`src/rtl/stl_pkg.sv`:
```
`timescale 1ns / 1ps
// Shared types, token kind codes and keyword tables for the script token lexer.
// Depends on nothing; imported by script_token_lexer_unit.
package stl_pkg;

   localparam int POS_BITS_DEF = 16;
   localparam int QUEUE_DEPTH  = 4;
   localparam int KW_COUNT     = 10;

   localparam logic [7:0] CH_NUL   = 8'h00;
   localparam logic [7:0] CH_TAB   = 8'h09;
   localparam logic [7:0] CH_NL    = 8'h0A;
   localparam logic [7:0] CH_SPACE = 8'h20;
   localparam logic [7:0] CH_BANG  = 8'h21;
   localparam logic [7:0] CH_PCT   = 8'h25;
   localparam logic [7:0] CH_LPAR  = 8'h28;
   localparam logic [7:0] CH_RPAR  = 8'h29;
   localparam logic [7:0] CH_STAR  = 8'h2A;
   localparam logic [7:0] CH_PLUS  = 8'h2B;
   localparam logic [7:0] CH_MINUS = 8'h2D;
   localparam logic [7:0] CH_DOT   = 8'h2E;
   localparam logic [7:0] CH_SLASH = 8'h2F;
   localparam logic [7:0] CH_COLON = 8'h3A;
   localparam logic [7:0] CH_LT    = 8'h3C;
   localparam logic [7:0] CH_EQ    = 8'h3D;
   localparam logic [7:0] CH_GT    = 8'h3E;
   localparam logic [7:0] CH_USCORE = 8'h5F;

   typedef enum logic [5:0] {
      KIND_PRINT  = 6'd0,  KIND_WHILE = 6'd1,  KIND_IF     = 6'd2,  KIND_ELIF   = 6'd3,
      KIND_ELSE   = 6'd4,  KIND_NOT   = 6'd5,  KIND_AND    = 6'd6,  KIND_OR     = 6'd7,
      KIND_TRUE   = 6'd8,  KIND_FALSE = 6'd9,  KIND_EOL    = 6'd10, KIND_EOF    = 6'd11,
      KIND_ERROR  = 6'd12, KIND_FLOAT = 6'd13, KIND_INT    = 6'd14, KIND_IDENT  = 6'd15,
      KIND_PLUS   = 6'd16, KIND_MINUS = 6'd17, KIND_MULT   = 6'd18, KIND_MOD    = 6'd19,
      KIND_LPAR   = 6'd20, KIND_RPAR  = 6'd21, KIND_COLON  = 6'd22, KIND_NEQ    = 6'd23,
      KIND_DIVI   = 6'd24, KIND_DIV   = 6'd25, KIND_EQ     = 6'd26, KIND_ASSIGN = 6'd27,
      KIND_GE     = 6'd28, KIND_GT    = 6'd29, KIND_LE     = 6'd30, KIND_LT     = 6'd31,
      KIND_BAD    = 6'd32
   } kind_type;

   // Terminator classes: space or '(', also ':', or any non-alphanumeric byte.
   typedef enum logic [1:0] {TERM_PLAIN, TERM_COLON, TERM_NONALNUM} term_type;

   typedef struct packed {
      kind_type     kind;
      logic [15:0]  text_start;
      logic [15:0]  text_len;
      logic [30:0]  int_value;
      logic         last;
   } tok_type;

   typedef struct packed {
      logic       hit;
      logic [3:0] idx;
   } kw_hit_type;

   // Keyword text packed first byte lowest, zero padded to five bytes.
   localparam logic [39:0] KW_TEXT [KW_COUNT] = '{
      40'h74_6e_69_72_70, 40'h65_6c_69_68_77, 40'h00_00_00_66_69,
      40'h00_66_69_6c_65, 40'h00_65_73_6c_65, 40'h00_00_74_6f_6e,
      40'h00_00_64_6e_61, 40'h00_00_00_72_6f, 40'h00_65_75_72_54,
      40'h65_73_6c_61_46
   };
   localparam logic [15:0] KW_LEN [KW_COUNT] = '{
      16'd5, 16'd5, 16'd2, 16'd4, 16'd4, 16'd3, 16'd3, 16'd2, 16'd4, 16'd5
   };
   localparam term_type KW_TERM [KW_COUNT] = '{
      TERM_PLAIN, TERM_PLAIN, TERM_PLAIN, TERM_PLAIN, TERM_COLON,
      TERM_PLAIN, TERM_PLAIN, TERM_PLAIN, TERM_NONALNUM, TERM_NONALNUM
   };

   function automatic logic is_digit(input logic [7:0] c);
      return (c >= 8'h30) && (c <= 8'h39);
   endfunction

   function automatic logic is_alpha(input logic [7:0] c);
      return ((c >= 8'h61) && (c <= 8'h7A)) || ((c >= 8'h41) && (c <= 8'h5A));
   endfunction

   function automatic logic is_alnum(input logic [7:0] c);
      return is_digit(c) || is_alpha(c);
   endfunction

   function automatic logic [15:0] len_inc(input logic [15:0] n);
      return (n == 16'hFFFF) ? n : n + 16'd1;
   endfunction

   // Keyword whose text equals the held identifier; the ten compares run side by side.
   function automatic kw_hit_type kw_lookup(input logic [15:0] len, input logic [39:0] text);
      kw_hit_type r;
      r = '0;
      for (int k = KW_COUNT - 1; k >= 0; k--) begin
         if ((len == KW_LEN[k]) && (text == KW_TEXT[k])) begin
            r.hit = 1'b1;
            r.idx = 4'(k);
         end
      end
      return r;
   endfunction

   function automatic logic kw_term_ok(input logic [3:0] idx, input logic [7:0] c);
      logic ok;
      ok = 1'b0;
      unique case (KW_TERM[idx])
         TERM_NONALNUM: ok = !is_alnum(c);
         TERM_COLON:    ok = (c == CH_SPACE) || (c == CH_LPAR) || (c == CH_COLON);
         TERM_PLAIN:    ok = (c == CH_SPACE) || (c == CH_LPAR);
         default:       ok = 1'b0;
      endcase
      return ok;
   endfunction

endpackage

```
`src/rtl/script_token_lexer_unit.sv`:
```
`timescale 1ns / 1ps
// Streaming tokenizer: one source byte in, up to two tokens out, through a result queue.
// Depends on stl_pkg for token kinds, keyword tables and character helpers.
//
//  Channel   Ports                                            Direction
//  --------  -----------------------------------------------  ---------
//  request   req_valid, req_ready, req_ch                     in
//  response  rsp_valid, rsp_ready, rsp_kind, rsp_text_start,  out
//            rsp_text_len, rsp_int_value, rsp_last
//
// Each accepted byte is scanned in the cycle it is accepted: the scanner state registers and
// the tokens it finishes are updated at that same clock edge, so one byte per cycle is taken
// while the queue has room. Tokens wait in a four-entry queue; a byte is taken whenever at
// least two entries are free, so a slow or stalled response side holds off the request side
// once fewer than two entries are free. The response side drains one token per cycle while
// rsp_ready is high, which bounds the rate for bytes that end two tokens at once. Reset
// (synchronous, active high) returns the scanner to idle with position zero and empties the queue.
module script_token_lexer_unit
   import stl_pkg::*;
#(
   parameter int POS_BITS = POS_BITS_DEF
) (
   input  logic         clock,
   input  logic         reset,
   input  logic         req_valid,
   output logic         req_ready,
   input  logic [7:0]   req_ch,
   output logic         rsp_valid,
   input  logic         rsp_ready,
   output logic [5:0]   rsp_kind,
   output logic [15:0]  rsp_text_start,
   output logic [15:0]  rsp_text_len,
   output logic [30:0]  rsp_int_value,
   output logic         rsp_last
);

   localparam int QW = $clog2(QUEUE_DEPTH);
   localparam logic [30:0] INT_SAT = 31'h7FFF_FFFF;

   typedef enum logic [2:0] {M_IDLE, M_NUM, M_ERR, M_IDENT, M_OP} mode_type;

   // Scanner state.
   mode_type              mode_ff,   mode_in;
   logic [POS_BITS-1:0]   pos_ff,    pos_in;
   logic [POS_BITS-1:0]   tstart_ff, tstart_in;
   logic [15:0]           len_ff,    len_in;
   logic [39:0]           prefix_ff, prefix_in;
   logic [30:0]           accum_ff,  accum_in;
   logic                  dot_ff,    dot_in;
   logic [7:0]            held_ff,   held_in;

   // Result queue.
   tok_type               q_ff [QUEUE_DEPTH];
   logic [QW-1:0]         wr_ff, wr_in;
   logic [QW-1:0]         rd_ff, rd_in;
   logic [QW:0]           cnt_ff, cnt_in;

   logic                  accept;
   logic                  pop;
   logic [7:0]            c;
   logic [POS_BITS-1:0]   p;
   logic [15:0]           p16;
   logic [15:0]           ts16;

   // Tokens finished by this byte: the one it ends, then the one it starts and completes.
   logic                  end_v;
   tok_type               end_tok;
   logic                  new_v;
   tok_type               new_tok;
   logic                  do_fresh;
   kw_hit_type            kw;
   logic [34:0]           prod;
   logic                  emit2;
   logic [1:0]            n_push;
   tok_type               slot0, slot1;

   assign accept    = req_valid && req_ready;
   assign pop       = rsp_valid && rsp_ready;
   assign req_ready = (cnt_ff <= (QW+1)'(QUEUE_DEPTH - 2));
   assign rsp_valid = (cnt_ff != '0);

   assign c    = req_ch;
   assign p    = pos_ff;
   assign p16  = 16'(pos_ff);
   assign ts16 = 16'(tstart_ff);

   // Decimal accumulate as shift-and-add, saturated at the largest 31-bit value.
   assign prod = ({4'b0, accum_ff} << 3) + ({4'b0, accum_ff} << 1) + 35'(c - 8'h30);
   assign kw   = kw_lookup(len_ff, prefix_ff);

   always_comb begin
      mode_in   = mode_ff;
      tstart_in = tstart_ff;
      len_in    = len_ff;
      prefix_in = prefix_ff;
      accum_in  = accum_ff;
      dot_in    = dot_ff;
      held_in   = held_ff;
      end_v     = 1'b0;
      end_tok   = '0;
      new_v     = 1'b0;
      new_tok   = '0;
      do_fresh  = 1'b0;

      // First part: the token under way either absorbs the byte or ends before it.
      unique case (mode_ff)
         M_NUM: begin
            if (is_digit(c) || (c == CH_DOT)) begin
               if (c == CH_DOT) begin
                  dot_in = 1'b1;
               end else begin
                  accum_in = (prod > {4'b0, INT_SAT}) ? INT_SAT : prod[30:0];
               end
               len_in = len_inc(len_ff);
            end else if (is_alpha(c)) begin
               // A letter glued to a number turns the whole run into an error token.
               mode_in = M_ERR;
               len_in  = len_inc(len_ff);
            end else begin
               end_v              = 1'b1;
               end_tok.kind       = dot_ff ? KIND_FLOAT : KIND_INT;
               end_tok.text_start = ts16;
               end_tok.text_len   = len_ff;
               end_tok.int_value  = dot_ff ? '0 : accum_ff;
               do_fresh           = 1'b1;
            end
         end
         M_ERR: begin
            if ((c == CH_SPACE) || (c == CH_NL) || (c == CH_NUL)) begin
               end_v              = 1'b1;
               end_tok.kind       = KIND_ERROR;
               end_tok.text_start = ts16;
               end_tok.text_len   = len_ff;
               do_fresh           = 1'b1;
            end else begin
               len_in = len_inc(len_ff);
            end
         end
         M_IDENT: begin
            if (is_alnum(c) || (c == CH_USCORE)) begin
               if ((c == CH_USCORE) && kw.hit &&
                   ((kw.idx == 4'(KIND_TRUE)) || (kw.idx == 4'(KIND_FALSE)))) begin
                  // True or False right before an underscore: the keyword stands on its own
                  // and the underscore opens the next identifier.
                  end_v              = 1'b1;
                  end_tok.kind       = kind_type'(6'(kw.idx));
                  end_tok.text_start = ts16;
                  end_tok.text_len   = len_ff;
                  end_tok.int_value  = 31'(kw.idx == 4'(KIND_TRUE));
                  mode_in            = M_IDENT;
                  tstart_in          = p;
                  len_in             = 16'd1;
                  prefix_in          = {32'b0, c};
               end else begin
                  // Only the first five bytes are kept; that covers every keyword.
                  if (len_ff < 16'd5) begin
                     prefix_in[8*len_ff[2:0] +: 8] = c;
                  end
                  len_in = len_inc(len_ff);
               end
            end else begin
               end_v              = 1'b1;
               end_tok.text_start = ts16;
               end_tok.text_len   = len_ff;
               if (kw.hit && kw_term_ok(kw.idx, c)) begin
                  end_tok.kind      = kind_type'(6'(kw.idx));
                  end_tok.int_value = 31'(kw.idx == 4'(KIND_TRUE));
               end else begin
                  end_tok.kind = KIND_IDENT;
               end
               do_fresh = 1'b1;
            end
         end
         M_OP: begin
            logic     second;
            kind_type pair_k, single_k;
            second   = (c == CH_EQ);
            pair_k   = KIND_BAD;
            single_k = KIND_BAD;
            priority case (held_ff)
               CH_BANG:  begin pair_k = KIND_NEQ; end
               CH_SLASH: begin second = (c == CH_SLASH); pair_k = KIND_DIVI;
                               single_k = KIND_DIV; end
               CH_EQ:    begin pair_k = KIND_EQ; single_k = KIND_ASSIGN; end
               CH_GT:    begin pair_k = KIND_GE; single_k = KIND_GT; end
               CH_LT:    begin pair_k = KIND_LE; single_k = KIND_LT; end
               default:  begin second = 1'b0; end
            endcase
            held_in            = '0;
            end_v              = 1'b1;
            end_tok.text_start = ts16;
            if (second) begin
               end_tok.kind     = pair_k;
               end_tok.text_len = 16'd2;
               mode_in          = M_IDLE;
            end else begin
               // A lone '!' falls out here as an unexpected character.
               end_tok.kind     = single_k;
               end_tok.text_len = 16'd1;
               do_fresh         = 1'b1;
            end
         end
         default: begin
            do_fresh = 1'b1;
         end
      endcase

      // Second part: the byte is scanned as the start of something new.
      if (do_fresh) begin
         mode_in            = M_IDLE;
         new_tok.text_start = p16;
         new_tok.text_len   = 16'd1;
         if ((c == CH_SPACE) || (c == CH_TAB)) begin
            new_v = 1'b0;
         end else if (c == CH_NL) begin
            new_v        = 1'b1;
            new_tok.kind = KIND_EOL;
         end else if (c == CH_NUL) begin
            new_v            = 1'b1;
            new_tok.kind     = KIND_EOF;
            new_tok.text_len = 16'd0;
         end else if (is_digit(c)) begin
            mode_in   = M_NUM;
            tstart_in = p;
            len_in    = 16'd1;
            accum_in  = 31'(c - 8'h30);
            dot_in    = 1'b0;
         end else if (is_alpha(c) || (c == CH_USCORE)) begin
            mode_in   = M_IDENT;
            tstart_in = p;
            len_in    = 16'd1;
            prefix_in = {32'b0, c};
         end else begin
            priority case (c)
               CH_PLUS:  begin new_v = 1'b1; new_tok.kind = KIND_PLUS;  end
               CH_MINUS: begin new_v = 1'b1; new_tok.kind = KIND_MINUS; end
               CH_STAR:  begin new_v = 1'b1; new_tok.kind = KIND_MULT;  end
               CH_PCT:   begin new_v = 1'b1; new_tok.kind = KIND_MOD;   end
               CH_LPAR:  begin new_v = 1'b1; new_tok.kind = KIND_LPAR;  end
               CH_RPAR:  begin new_v = 1'b1; new_tok.kind = KIND_RPAR;  end
               CH_COLON: begin new_v = 1'b1; new_tok.kind = KIND_COLON; end
               CH_BANG, CH_SLASH, CH_EQ, CH_GT, CH_LT: begin
                  // Possible two-byte operator: hold it until the next byte decides.
                  mode_in   = M_OP;
                  held_in   = c;
                  tstart_in = p;
               end
               default:  begin new_v = 1'b1; new_tok.kind = KIND_BAD; end
            endcase
         end
      end
   end

   // The end-of-input byte restarts offsets at zero for the next input.
   assign pos_in = (c == CH_NUL) ? '0 : p + 1'b1;

   // Pack the finished tokens into queue slots and mark the last one of this byte.
   always_comb begin
      emit2 = end_v && new_v;
      slot0 = end_v ? end_tok : new_tok;
      slot1 = new_tok;
      slot0.last = !emit2;
      slot1.last = 1'b1;
      n_push = 2'(end_v) + 2'(new_v);
   end

   always_comb begin
      wr_in  = wr_ff;
      rd_in  = rd_ff;
      cnt_in = cnt_ff;
      if (accept) begin
         wr_in = wr_ff + QW'(n_push);
      end
      if (pop) begin
         rd_in = rd_ff + 1'b1;
      end
      cnt_in = cnt_ff + (QW+1)'(accept ? n_push : 2'd0) - (QW+1)'(pop);
   end

   always_ff @(posedge clock) begin
      if (reset) begin
         mode_ff   <= M_IDLE;
         pos_ff    <= '0;
         tstart_ff <= '0;
         len_ff    <= '0;
         prefix_ff <= '0;
         accum_ff  <= '0;
         dot_ff    <= 1'b0;
         held_ff   <= '0;
         wr_ff     <= '0;
         rd_ff     <= '0;
         cnt_ff    <= '0;
      end else begin
         if (accept) begin
            mode_ff   <= mode_in;
            pos_ff    <= pos_in;
            tstart_ff <= tstart_in;
            len_ff    <= len_in;
            prefix_ff <= prefix_in;
            accum_ff  <= accum_in;
            dot_ff    <= dot_in;
            held_ff   <= held_in;
         end
         wr_ff  <= wr_in;
         rd_ff  <= rd_in;
         cnt_ff <= cnt_in;
      end
   end

   // Queue entries carry payload only; the count says which are live.
   always_ff @(posedge clock) begin
      if (accept && (n_push != 2'd0)) begin
         q_ff[wr_ff] <= slot0;
         if (emit2) begin
            q_ff[wr_ff + 1'b1] <= slot1;
         end
      end
   end

   assign rsp_kind       = q_ff[rd_ff].kind;
   assign rsp_text_start = q_ff[rd_ff].text_start;
   assign rsp_text_len   = q_ff[rd_ff].text_len;
   assign rsp_int_value  = q_ff[rd_ff].int_value;
   assign rsp_last       = q_ff[rd_ff].last;

   // The queue never holds more tokens than it has entries.
   a_queue_bound : assert property (@(posedge clock) disable iff (reset)
      cnt_ff <= (QW+1)'(QUEUE_DEPTH))
      else $error("result queue overflow");

   // The queue count follows the pointers.
   a_queue_ptrs : assert property (@(posedge clock) disable iff (reset)
      (wr_ff - rd_ff) == cnt_ff[QW-1:0])
      else $error("result queue pointers disagree with count");

   // An accepted end-of-input byte leaves the position at zero.
   a_eof_pos : assert property (@(posedge clock) disable iff (reset)
      (accept && (req_ch == CH_NUL)) |=> (pos_ff == '0))
      else $error("position not restarted after end of input");

   // A held operator byte is present exactly while an operator is pending.
   a_held_op : assert property (@(posedge clock) disable iff (reset)
      (mode_ff == M_OP) |-> (held_ff != '0))
      else $error("operator mode without a held operator");

endmodule
```
`config.mk`:
```
export PLATFORM = sky130hd
export DESIGN_NAME = script_token_lexer_unit
export DESIGN_NICKNAME = d
export VERILOG_FILES = /design/src/rtl/stl_pkg.sv /design/src/rtl/script_token_lexer_unit.sv
export SDC_FILE = /design/constraint.sdc
export NUM_CORES = 1
export LEC_CHECK = 0
export ABC_AREA = 1
export BUFFER_PORTS_ARGS = -buffer_cell sky130_fd_sc_hd__buf_2
export CORE_ASPECT_RATIO = 0.75
export CORE_MARGIN = 3
export CORE_UTILIZATION = 45
export DETAILED_ROUTE_END_ITERATION = 10
export PLACE_DENSITY = 0.6
export SLEW_MARGIN = 10
export SYNTH_ARGS = -nofsm -noshare
export SYNTH_HDL_FRONTEND = slang
export SYNTH_SLANG_ARGS = --single-unit
```
`constraint.sdc`:
```
create_clock -name clock -period 11.55 [get_ports clock]
set_input_delay 1.155 -clock clock [delete_from_list [all_inputs] [get_ports clock]]
set_output_delay 1.155 -clock clock [all_outputs]
set_load 0.01 [all_outputs]
```
# [Word level (Yosys, flattened, before mapping)]
# Memory sizes are Yosys's and may differ from the RTL's. A register that Yosys moved wholly into a read port is not among the register bits.
# Index checks and enable logic that the tools add are counted.
[totals] ff_bits=138 latch_bits=0 mem_bits_rw=280 romBits=32 in_bits=12 out_inout_bits=72 memories=2
[classes] add_sub_neg=13 n_mul=0 div=0 n_lt_le_gt_ge=10 n_eq_ne=50 shift=2 muxes=140 bitwise=1 reduce_logical=41
[memory_table] name="q_ff" words=4 word_bits=70 read_ports=1 rd_ports_with_merged_regs=1 wr=2 line_no="script_token_lexer_unit.sv:53" rtl="tok_type q_ff [QUEUE_DEPTH];"
[memory_table] name="(name not given)" words=16 word_bits=2 read_ports=1 rd_ports_with_merged_regs=0 wr=0 line_no="stl_pkg.sv:104" rtl="unique case (KW_TERM[idx])"
[ops] cell="40-bit two-way mux" count=10
[ops] cell="16-bit two-way mux" count=23
[ops] cell="31-bit two-way mux" count=10
[ops] cell="67-bit two-way mux" count=3
[ops] cell="8-bit by 6-bit == test with 1-bit output (second input constant)" count=19
[ops] cell="38-bit one-hot mux with 4 select lines" count=1
[ops] cell="40-bit by 31-bit == test with 1-bit output (second input constant)" count=3
[ops] cell="40-bit by 39-bit == test with 1-bit output (second input constant)" count=3
[ops] cell="40-bit by 15-bit == test with 1-bit output (second input constant)" count=2
[ops] cell="40-bit by 23-bit == test with 1-bit output (second input constant)" count=2
[ops] cell="70-bit two-way mux" count=1
[ops] cell="69-bit two-way mux" count=1
[ops] cell="8-bit two-way mux" count=8
[ops] cell="31-bit one-hot mux with 2 select lines" count=1
[ops] cell="5-bit two-way mux" count=10
[ops] cell="16-bit one-hot mux with 3 select lines" count=1
[ops] cell="6-bit one-hot mux with 8 select lines" count=1
[ops] cell="40-bit bitwise mux" count=1
[ops] cell="8-bit by 34-bit variable shift with 40-bit output (first input constant)" count=1
[ops] cell="8-bit by 34-bit indexed part select with 40-bit output" count=1
[ops] cell="38-bit two-way mux" count=1
[ops] cell="3-bit two-way mux" count=12
[ops] cell="36-bit two-way mux" count=1
[ops] cell="6-bit two-way mux" count=6
[ops] cell="other kinds (51)" count=135

# [Depth between registers and ports, before layout]
# Gate-level depths: netlist (run 1).
[logic_depth] word_depth=25 ltp_mapped=28 mapped_depth_nobuf=25

# [Least setup slack after synthesis (run 1)]
# OpenSTA, ideal clock, no wires.
[synth_timing] path_type="input-to-reg" start="in req_ch[6]" end="reg accum_ff[16]" setup_time_ns=0.119 arrival_time_ns=5.612 t_required_ns=11.431 path_slack_ns=5.819 cell_stages=20 cell_sequence="buf_4 nor2_4 inv_2 nor2_1 fa_1 ha_1 nand2_1 nor2_1 nand2_1 o21ai_0 nand2_1 nand3_1 nand2_1 nor2_2 nand2_1 nor2_2 buf_4 nand2_1 nand3_1 a21oi_1"
[synth_via] elab_chain_cells=12
[synth_rtl] element="start: declaration" line_no="script_token_lexer_unit.sv:27" rtl="input logic [7:0] req_ch,"
[synth_rtl] element="8-bit by 6-bit subtractor with 9-bit output" line_no="script_token_lexer_unit.sv:88, script_token_lexer_unit.sv:226"
[synth_rtl] element="35-bit adder" line_no="script_token_lexer_unit.sv:88" rtl="assign prod = ({4'b0, accum_ff} << 3) + ({4'b0, accum_ff} << 1) + 35'(c - 8'h30);"
[synth_rtl] element="35-bit by 31-bit greater-than comparator with 1-bit output" line_no="script_token_lexer_unit.sv:112" rtl="accum_in = (prod > {4'b0, INT_SAT}) ? INT_SAT : prod[30:0];"
[synth_rtl] element="31-bit two-way mux" line_no="script_token_lexer_unit.sv:112"
[synth_rtl] element="31-bit two-way mux" line_no="script_token_lexer_unit.sv:109" rtl="if (c == CH_DOT) begin"
[synth_rtl] element="31-bit two-way mux" line_no="script_token_lexer_unit.sv:108" rtl="if (is_digit(c) || (c == CH_DOT)) begin"
[synth_rtl] element="31-bit two-way mux" line_no="script_token_lexer_unit.sv:106" rtl="unique case (mode_ff)"
[synth_rtl] element="31-bit two-way mux" line_no="script_token_lexer_unit.sv:222" rtl="end else if (is_digit(c)) begin"
[synth_rtl] element="31-bit two-way mux" line_no="script_token_lexer_unit.sv:218" rtl="end else if (c == CH_NUL) begin"
[synth_rtl] element="31-bit two-way mux" line_no="script_token_lexer_unit.sv:215" rtl="end else if (c == CH_NL) begin"
[synth_rtl] element="31-bit two-way mux" line_no="script_token_lexer_unit.sv:213" rtl="if ((c == CH_SPACE) || (c == CH_TAB)) begin"
[synth_rtl] element="31-bit two-way mux (*)" line_no="script_token_lexer_unit.sv:209" rtl="if (do_fresh) begin"
[synth_rtl] element="end signal: assignment" line_no="script_token_lexer_unit.sv:300" rtl="accum_ff <= accum_in;"
[synth_rtl] element="end: declaration" line_no="script_token_lexer_unit.sv:48" rtl="logic [30:0] accum_ff, accum_in;"
# Mark *: on every way between the ends. The rest lies on a longest branch, timed or not. The select of a mux whose other input is x is not followed.
# A chain may end at the register's enable or synchronous reset.

==> results of run 1 <==
flip-flops by register name (all words and copies together), names as in the netlist, 3 cells and up, named ones only:
name,flops
prefix_ff,40
q_ff,280
mode_ff,3
held_ff,8
len_ff,16
p,16
ts16,16
accum_ff,31
cnt_ff,3
tightest hold or removal path, delay by kind of cell (launching register included):
kind            cells  cell delay (ns)
compound gates      1             0.05
simple gates        1             0.05
flops               1             0.32
cell type report:
type	count	area (um^2)	area share (%)
well taps	703	880	3.36
diodes	1	2.50	0.00957
clock buffers	52	1170	4.48
flip-flops and latches	420	9330	35.7
multi-input cells	2568	13000	49.6
clock inverters	31	412	1.57
repair buffers	102	558	2.13
inverters	216	813	3.11
worst max-delay path by stage:
stage | start | endpoint | slack, ns | cells past startpoint
floorplan | req_ch[6] | accum_ff[16]$_SDFFE_PP0P_ | 5.82 | 20
global placement | req_ch[1] | q_ff[2][1]$_SDFFE_PP0N_ | 3.79 | 25
detailed placement | req_ch[4] | q_ff[2][45]$_SDFFE_PP0N_ | 3.58 | 24
CTS | req_ch[4] | q_ff[2][45]$_SDFFE_PP0N_ | 4.21 | 24
global route | req_ch[1] | q_ff[2][37]$_SDFFE_PP0N_ | 3.57 | 25
finish | req_ch[1] | q_ff[2][37]$_SDFFE_PP0N_ | 4.21 | 25
cells in the final DEF, fill, tap and decap left out, types with 17 or more instances in the layout:
cell type	n
a21oi_1	195
buf_2	83
buf_4	19
clkbuf_16	45
dfxtp_1	326
edfxtp_1	92
fa_1	31
ha_1	53
inv_1	190
inv_2	23
nand2_1	871
nand3_1	117
nand4_1	25
nor2_1	400
nor2_2	17
nor3_1	51
o211ai_1	30
o21ai_0	423
o21ai_1	51
o21ai_2	17
o22ai_1	150
or2_2	19
xnor2_1	17
per-stage QoR:
stage                     util [%]  hold slack, ns  area [um^2]  worst slack (ns)
after detailed placement      47.2           0.440        24600              3.58
after global placement        47.2           0.432        24600              3.79
after global routing          50.2           0.473        26200              3.57
after floorplan                  -           0.421        23900              5.82
after CTS                     50.2           0.453        26200              4.21
final                         50.2           0.452        26200              4.21
layer usage:
| metal | vias up | share of wire [%] | track usage (%) | wire [um] |
|---|---|---|---|---|
| li1 | 11300 | - | - | - |
| met1 | 11200 | 49 | 45.6 | 40500 |
| met2 | 978 | 39 | 39.4 | 32400 |
| met3 | 83 | 9.5 | 5.77 | 7810 |
| met4 | 0 | 1.7 | 6.26 | 1360 |
| met5 | - | 0 | 0 | 0 |
kinds of logic (layout without fill, tap and decap cells):
kind of cell | count (synthesis) | in the layout | share of synthesized area, %
buffers and inverters | 389 | 401 | 6.77
other | 0 | 1 | 0
flip-flops | 420 | 420 | 39.0
AO/OA/AOI/OAI | 907 | 907 | 20.9
AND/OR/NAND/NOR | 1544 | 1544 | 26.8
adder cells (fa/ha/maj) | 84 | 84 | 5.37
XOR/XNOR | 33 | 33 | 1.21
power groups by stage:
stage / clock network [uW] / logic, uW / registers (uW)
floorplan: 0 / 1050 / 1700
global placement: 0 / 1480 / 1750
detailed placement: 0 / 1490 / 1750
CTS: 1590 / 1500 / 1720
global route: 1650 / 1660 / 1740
finish: 1570 / 1520 / 1720
==> run metrics, run 1 <==
first-pass GRT wire length=around 130,000 um; final hold vios=0; Crit. End Element=flop; fin. max-slew vios=0; crit path launch type=input port; critical path buffer and inverter count=9; total CTS buffers=45; unrepaired setup endpoints after global routing=no; GP Congestion=0.987; Async SR Flop Fraction=0%; CTS clock-pin slew for the worst setup and hold paths=0.06 ns; worst endpoint required time=12.08 ns; clock tree sinks=420; R2R Path Start=len_ff[0]$_SDFFE_PP0P_; Clock Tree Buf Depth=3; final worst-path cycle share=63.5%; switching share of power=38.7%; commonest cells in the netlist=nand2_1 (871), o21ai_0 (423), nor2_1 (404); Die ar.=56,000 um^2; Nets=3,449; share of layout cells above drive strength 1=8.56%; Cell variety after synth=59; PD cells=184 nW/um^2; number of global-route vias before repair=21,200; Clock Power Share=32.6%; total gr overflow=0; GRT Total Usage=28.8%; crit path time final=around 7.3 ns; Leak=0.0101 uW; # rows=72; Post-Syn Area=23,900 um^2; vias per inst=5.77; kind of critical path=in2reg; Fmax=0.136 GHz; Reg2Reg Depth=25; Top FF cell, synth=dfxtp_1; drt wl/cell=about 20 um; cell taking the most area after synthesis=dfxtp_1; hold_sp=q_ff[2][42]$_SDFFE_PP0N_; Fillers=around 5,300; CTS-repair resized insts=0; hpwl dp=57,000 um; flop2flop setup slack=4.43 ns; status=completed; setup tns final=0 ns; TritonCTS clock tree=built; worst-skew pair later-pin latency=~0.62 ns; DR pass1 iterations=5; Synth warnings=0; # setup viols final=0; Setup Fix Bufs, Post-CTS=0; EDFF count, synth=92; Area Overhead vs Synth=9.38%; CP top delay family=buffers and inverters; Hold Path Depth=2; Root Buffer=clkbuf_16; fin cells=just over 4,000; sequential share of power=between 30% and 40%; largest net degree at the start of global routing=83; Total Wirelength=82,100 um; die width=272 um; Slew headroom=22.2%; sequential share of the synthesized area=39.0%; initial antenna violation count=1; r2r endpoint=q_ff[2][37]$_SDFFE_PP0N_; Max Cap Violations=0; Clock Skews=0.0375 ns; Worst path slowest cell=inv_2; Post-Place Cells=~4,000; Worst-Margin Slew=about 1.2 ns; Die Height=approximately 210 um; flops & latches, synth=420; Worst Hold End=q_ff[2][42]$_SDFFE_PP0N_; Iter 0 DRT Violations=2,801; antenna viol nets, final=0; Starting Density=about 46%; Synth Instances=3,377; number of port buffers=a little over 80; Comb power frac=31.5%; Area contributors post-synth=dfxtp_1 (27%), nand2_1 (14%), edfxtp_1 (12%); peak supply drop=0.000113 V; detailed-route via count=23,600; DRC=0; P_sw=approximately 1900 uW; # IOs=84; most frequent cell after synthesis=nand2_1; share of the synthesized area in the top cell type=a little over a quarter; hold_buf cts=0; HP Class=reg2reg; number of H-tree levels=2; syn_nets=between 3,000 and 4,000; crit path DAT=7.86 ns; overall power=4810 uW; Avg Synthesized Cell Area=7.08 um^2; core area=52,100 um^2; Pint=2940 uW; CP Max Fanout=62; slowest stage delay, CP=a little over 1 ns
Power figures use the tool's default switching activity.
==> run 2: changes to the inputs <==
Settings changed: ABC_AREA 1 to 0.
Clock period 11.55 ns to 7.4 ns, I/O delays scaled along.
==> run metrics, run 2 <==
status=completed; Worst-Margin Slew=1.09 ns (-0.0806 ns); flop2flop setup slack=1.60 ns (-2.83 ns); Min Hold Slack=0.468 ns (+0.0162 ns); HP Class=reg2reg; hpwl dp=45,900 um (-19%); worst endpoint required time=7.66 ns (-4.42 ns); Area Overhead vs Synth=9.88%; Synth Instances=2,256 (-33%); CP Max Fanout=16 (-74%); top flop regs=q_ff x280, prefix_ff x40, accum_ff x31; post-synthesis mux area share=8.19% (+8.2 points); detailed-route via count=18,700 (-21%); Area contributors post-synth=dfxtp_1 (29%), edfxtp_1 (12%), mux4_2 (7.1%); worst-skew pair later-pin latency=0.59 ns (-0.03 ns); Top FF cell, synth=dfxtp_1; number of global-route vias before repair=17,600 (-17%); Max Cap Violations=0 (unchanged); CTS clock-pin slew for the worst setup and hold paths=0.06 ns (about the same); number of H-tree levels=2 (unchanged); Root Buffer=clkbuf_16; Crit. End Element=flop; share of the synthesized area in the top cell type=29.4% (+2.0 points); Post-Synth Adder-Cell Area=5.76% (+0.39 points); crit path DAT=6.06 ns (-1.80 ns); # setup viols final=0 (unchanged); Starting Density=46.3% (+0.37 points); largest net degree at the start of global routing=74 (-11%); cell taking the most area after synthesis=dfxtp_1; Cell variety after synth=114 (+93%); die width=263 um (-3.4%); TritonCTS clock tree=built; core area=48,200 um^2 (-7.5%); compound-cell area share of the yosys netlist=20.6% (-0.28 points); fin. max-slew vios=0 (unchanged); peak supply drop=0.000160 V (+42%); synthesized-area fraction occupied by and/or/nand/nor cells=17.6% (-9.1 points); most frequent cells in the layout=dfxtp_1 (326), o21ai_0 (211), nand3_1 (178); unrepaired setup endpoints after global routing=no; Clock Tree Buf Depth=3 (unchanged); total gr overflow=0 (unchanged); total CTS buffers=44 (-2.2%); clock tree sinks=420 (unchanged); Synth warnings=0 (unchanged); Clock Skews=0.0224 ns (-0.0151 ns); final hold vios=0 (unchanged); flops & latches, synth=420 (unchanged); EDFF count, synth=92 (unchanged); initial antenna violation count=0 (-1); Leak=0.00849 uW (-16%); # rows=69 (-4.2%); Most flops, register=q_ff; Total Wirelength=67,300 um (-18%); commonest cells in the netlist=dfxtp_1 (328), o21ai_0 (211), nand3_1 (179); DRC=0 (unchanged); Fmax=between 0.15 and 0.2 GHz; crit path time final=5.80 ns; number of flip-flops in the largest register=280 (unchanged); Setup Fix Bufs, Post-CTS=0 (unchanged); Avg Synthesized Cell Area=9.88 um^2 (+40%); setup tns final=0 ns (unchanged); kind of critical path=reg2reg; Die Height=199 um (-3.3%); drt wl/cell=23.0 um (+15%); Die ar.=52,300 um^2 (-6.6%); syn_nets=2,352 (-32%); final worst-path cycle share=78.4%; share of layout cells above drive strength 1=14.4% (+5.9 points); DR pass1 iterations=6 (+1); crit path launch type=flop; Synth Area in XOR/XNOR=1.89% (+0.68 points); sequential share of the synthesized area=41.8% (+2.8 points); number of port buffers=83 (unchanged); vias per inst=6.41 (+11%); first-pass GRT wire length=104,000 um (-18%); # IOs=84 (unchanged); Slew headroom=27.5% (+5.3 points); GRT Total Usage=25.1% (-3.7 points); CTS-repair resized insts=0 (unchanged); GP Congestion=0.933 (-5.5%); most frequent cell after synthesis=dfxtp_1; Iter 0 DRT Violations=1,911 (-32%); hold_buf cts=0 (unchanged); Post-Syn Area=22,300 um^2 (-6.7%); antenna viol nets, final=0 (unchanged); Nets=2,342 (-32%); Async SR Flop Fraction=0% (unchanged); main combinational cell family by area after synthesis=compound AO/OA/AOI/OAI gates; diode count=0 (-1); PD cells=260 nW/um^2 (+42%); commonest non-fill, non-tap cell in the layout=dfxtp_1
run 2: cell type report:
type / instances / area, um^2
Clock buffer: 60 / 1270
Clock inverter: 22 / 213
Fill cell: 4380 / 23700
Inverter: 43 / 161
Multi-Input combinational cell: 1624 / 12100
Sequential cell: 420 / 9340
Tap cell: 639 / 800
Timing Repair Buffer: 113 / 641
run 2: report_power, final:
part	internal, uW	total [uW]	switching, uW
clock network	1300	2270	968
logic	547	1500	953
registers	2470	2610	148
run 2: kinds of logic after synthesis:
group                      count (synthesis)
and+or+nand+nor                          739
AOI/OAI and AO/OA                        658
DFF                                      420
buffers and inverters                    212
muxes                                     95
adders and majority gates                 84
xor gates and xnor gates                  48
run 2: critical path, stage by stage (launching register included):
cell and delay (ns):
dfxtp_1 0.39, inv_1 0.24, ha_1 0.24, nand4b_1 0.14
nor4b_1 0.83, and4_1 0.49, o2111a_2 0.30, nor2_4 0.08
nand2_4 0.21, inv_2 0.22, ha_1 0.30, nor4b_1 0.68
and2_0 0.38, nor2_1 0.08, buf_4 0.22, inv_1 0.30
buf_4 0.36
run 2: worst paths after layout:
path / startpoint / end / cells past startpoint
worst max-delay path: len_ff[1]$_SDFFE_PP0P_ / q_ff[2][59]$_DFFE_PP_ / 16
worst min-delay path: q_ff[2][33]$_SDFFE_PP0N_ / q_ff[2][33]$_SDFFE_PP0N_ / 2
worst max register to register: len_ff[1]$_SDFFE_PP0P_ / q_ff[2][59]$_DFFE_PP_ / 16
worst min register to register: q_ff[2][33]$_SDFFE_PP0N_ / q_ff[2][33]$_SDFFE_PP0N_ / 2
run 2: through the flow:
step / worst slack, ns / area (um^2) / power (uW) / cells / util (%)
after global routing: 1.14 / 24500 / 6670 / 2921 / 50.9
after global placement: 1.55 / 23000 / 4130 / 2839 / 47.8
after CTS: 1.74 / 24500 / 6410 / 2921 / 50.9
after floorplan: 1.46 / 22300 / 3690 / 2256 / -
after detailed placement: 1.33 / 23000 / 4150 / 2839 / 47.8
final: 1.60 / 24500 / 6380 / 2921 / 50.9
run 2: metal layers:
metal / global-route usage, % / routed length (um) / vias up
met5: 0 / 0 / -
met4: 5.57 / 1050 / 0
met3: 4.39 / 5290 / 82
met2: 38.2 / 29100 / 782
met1: 37.4 / 31800 / 9294
li1: - / - / 8562
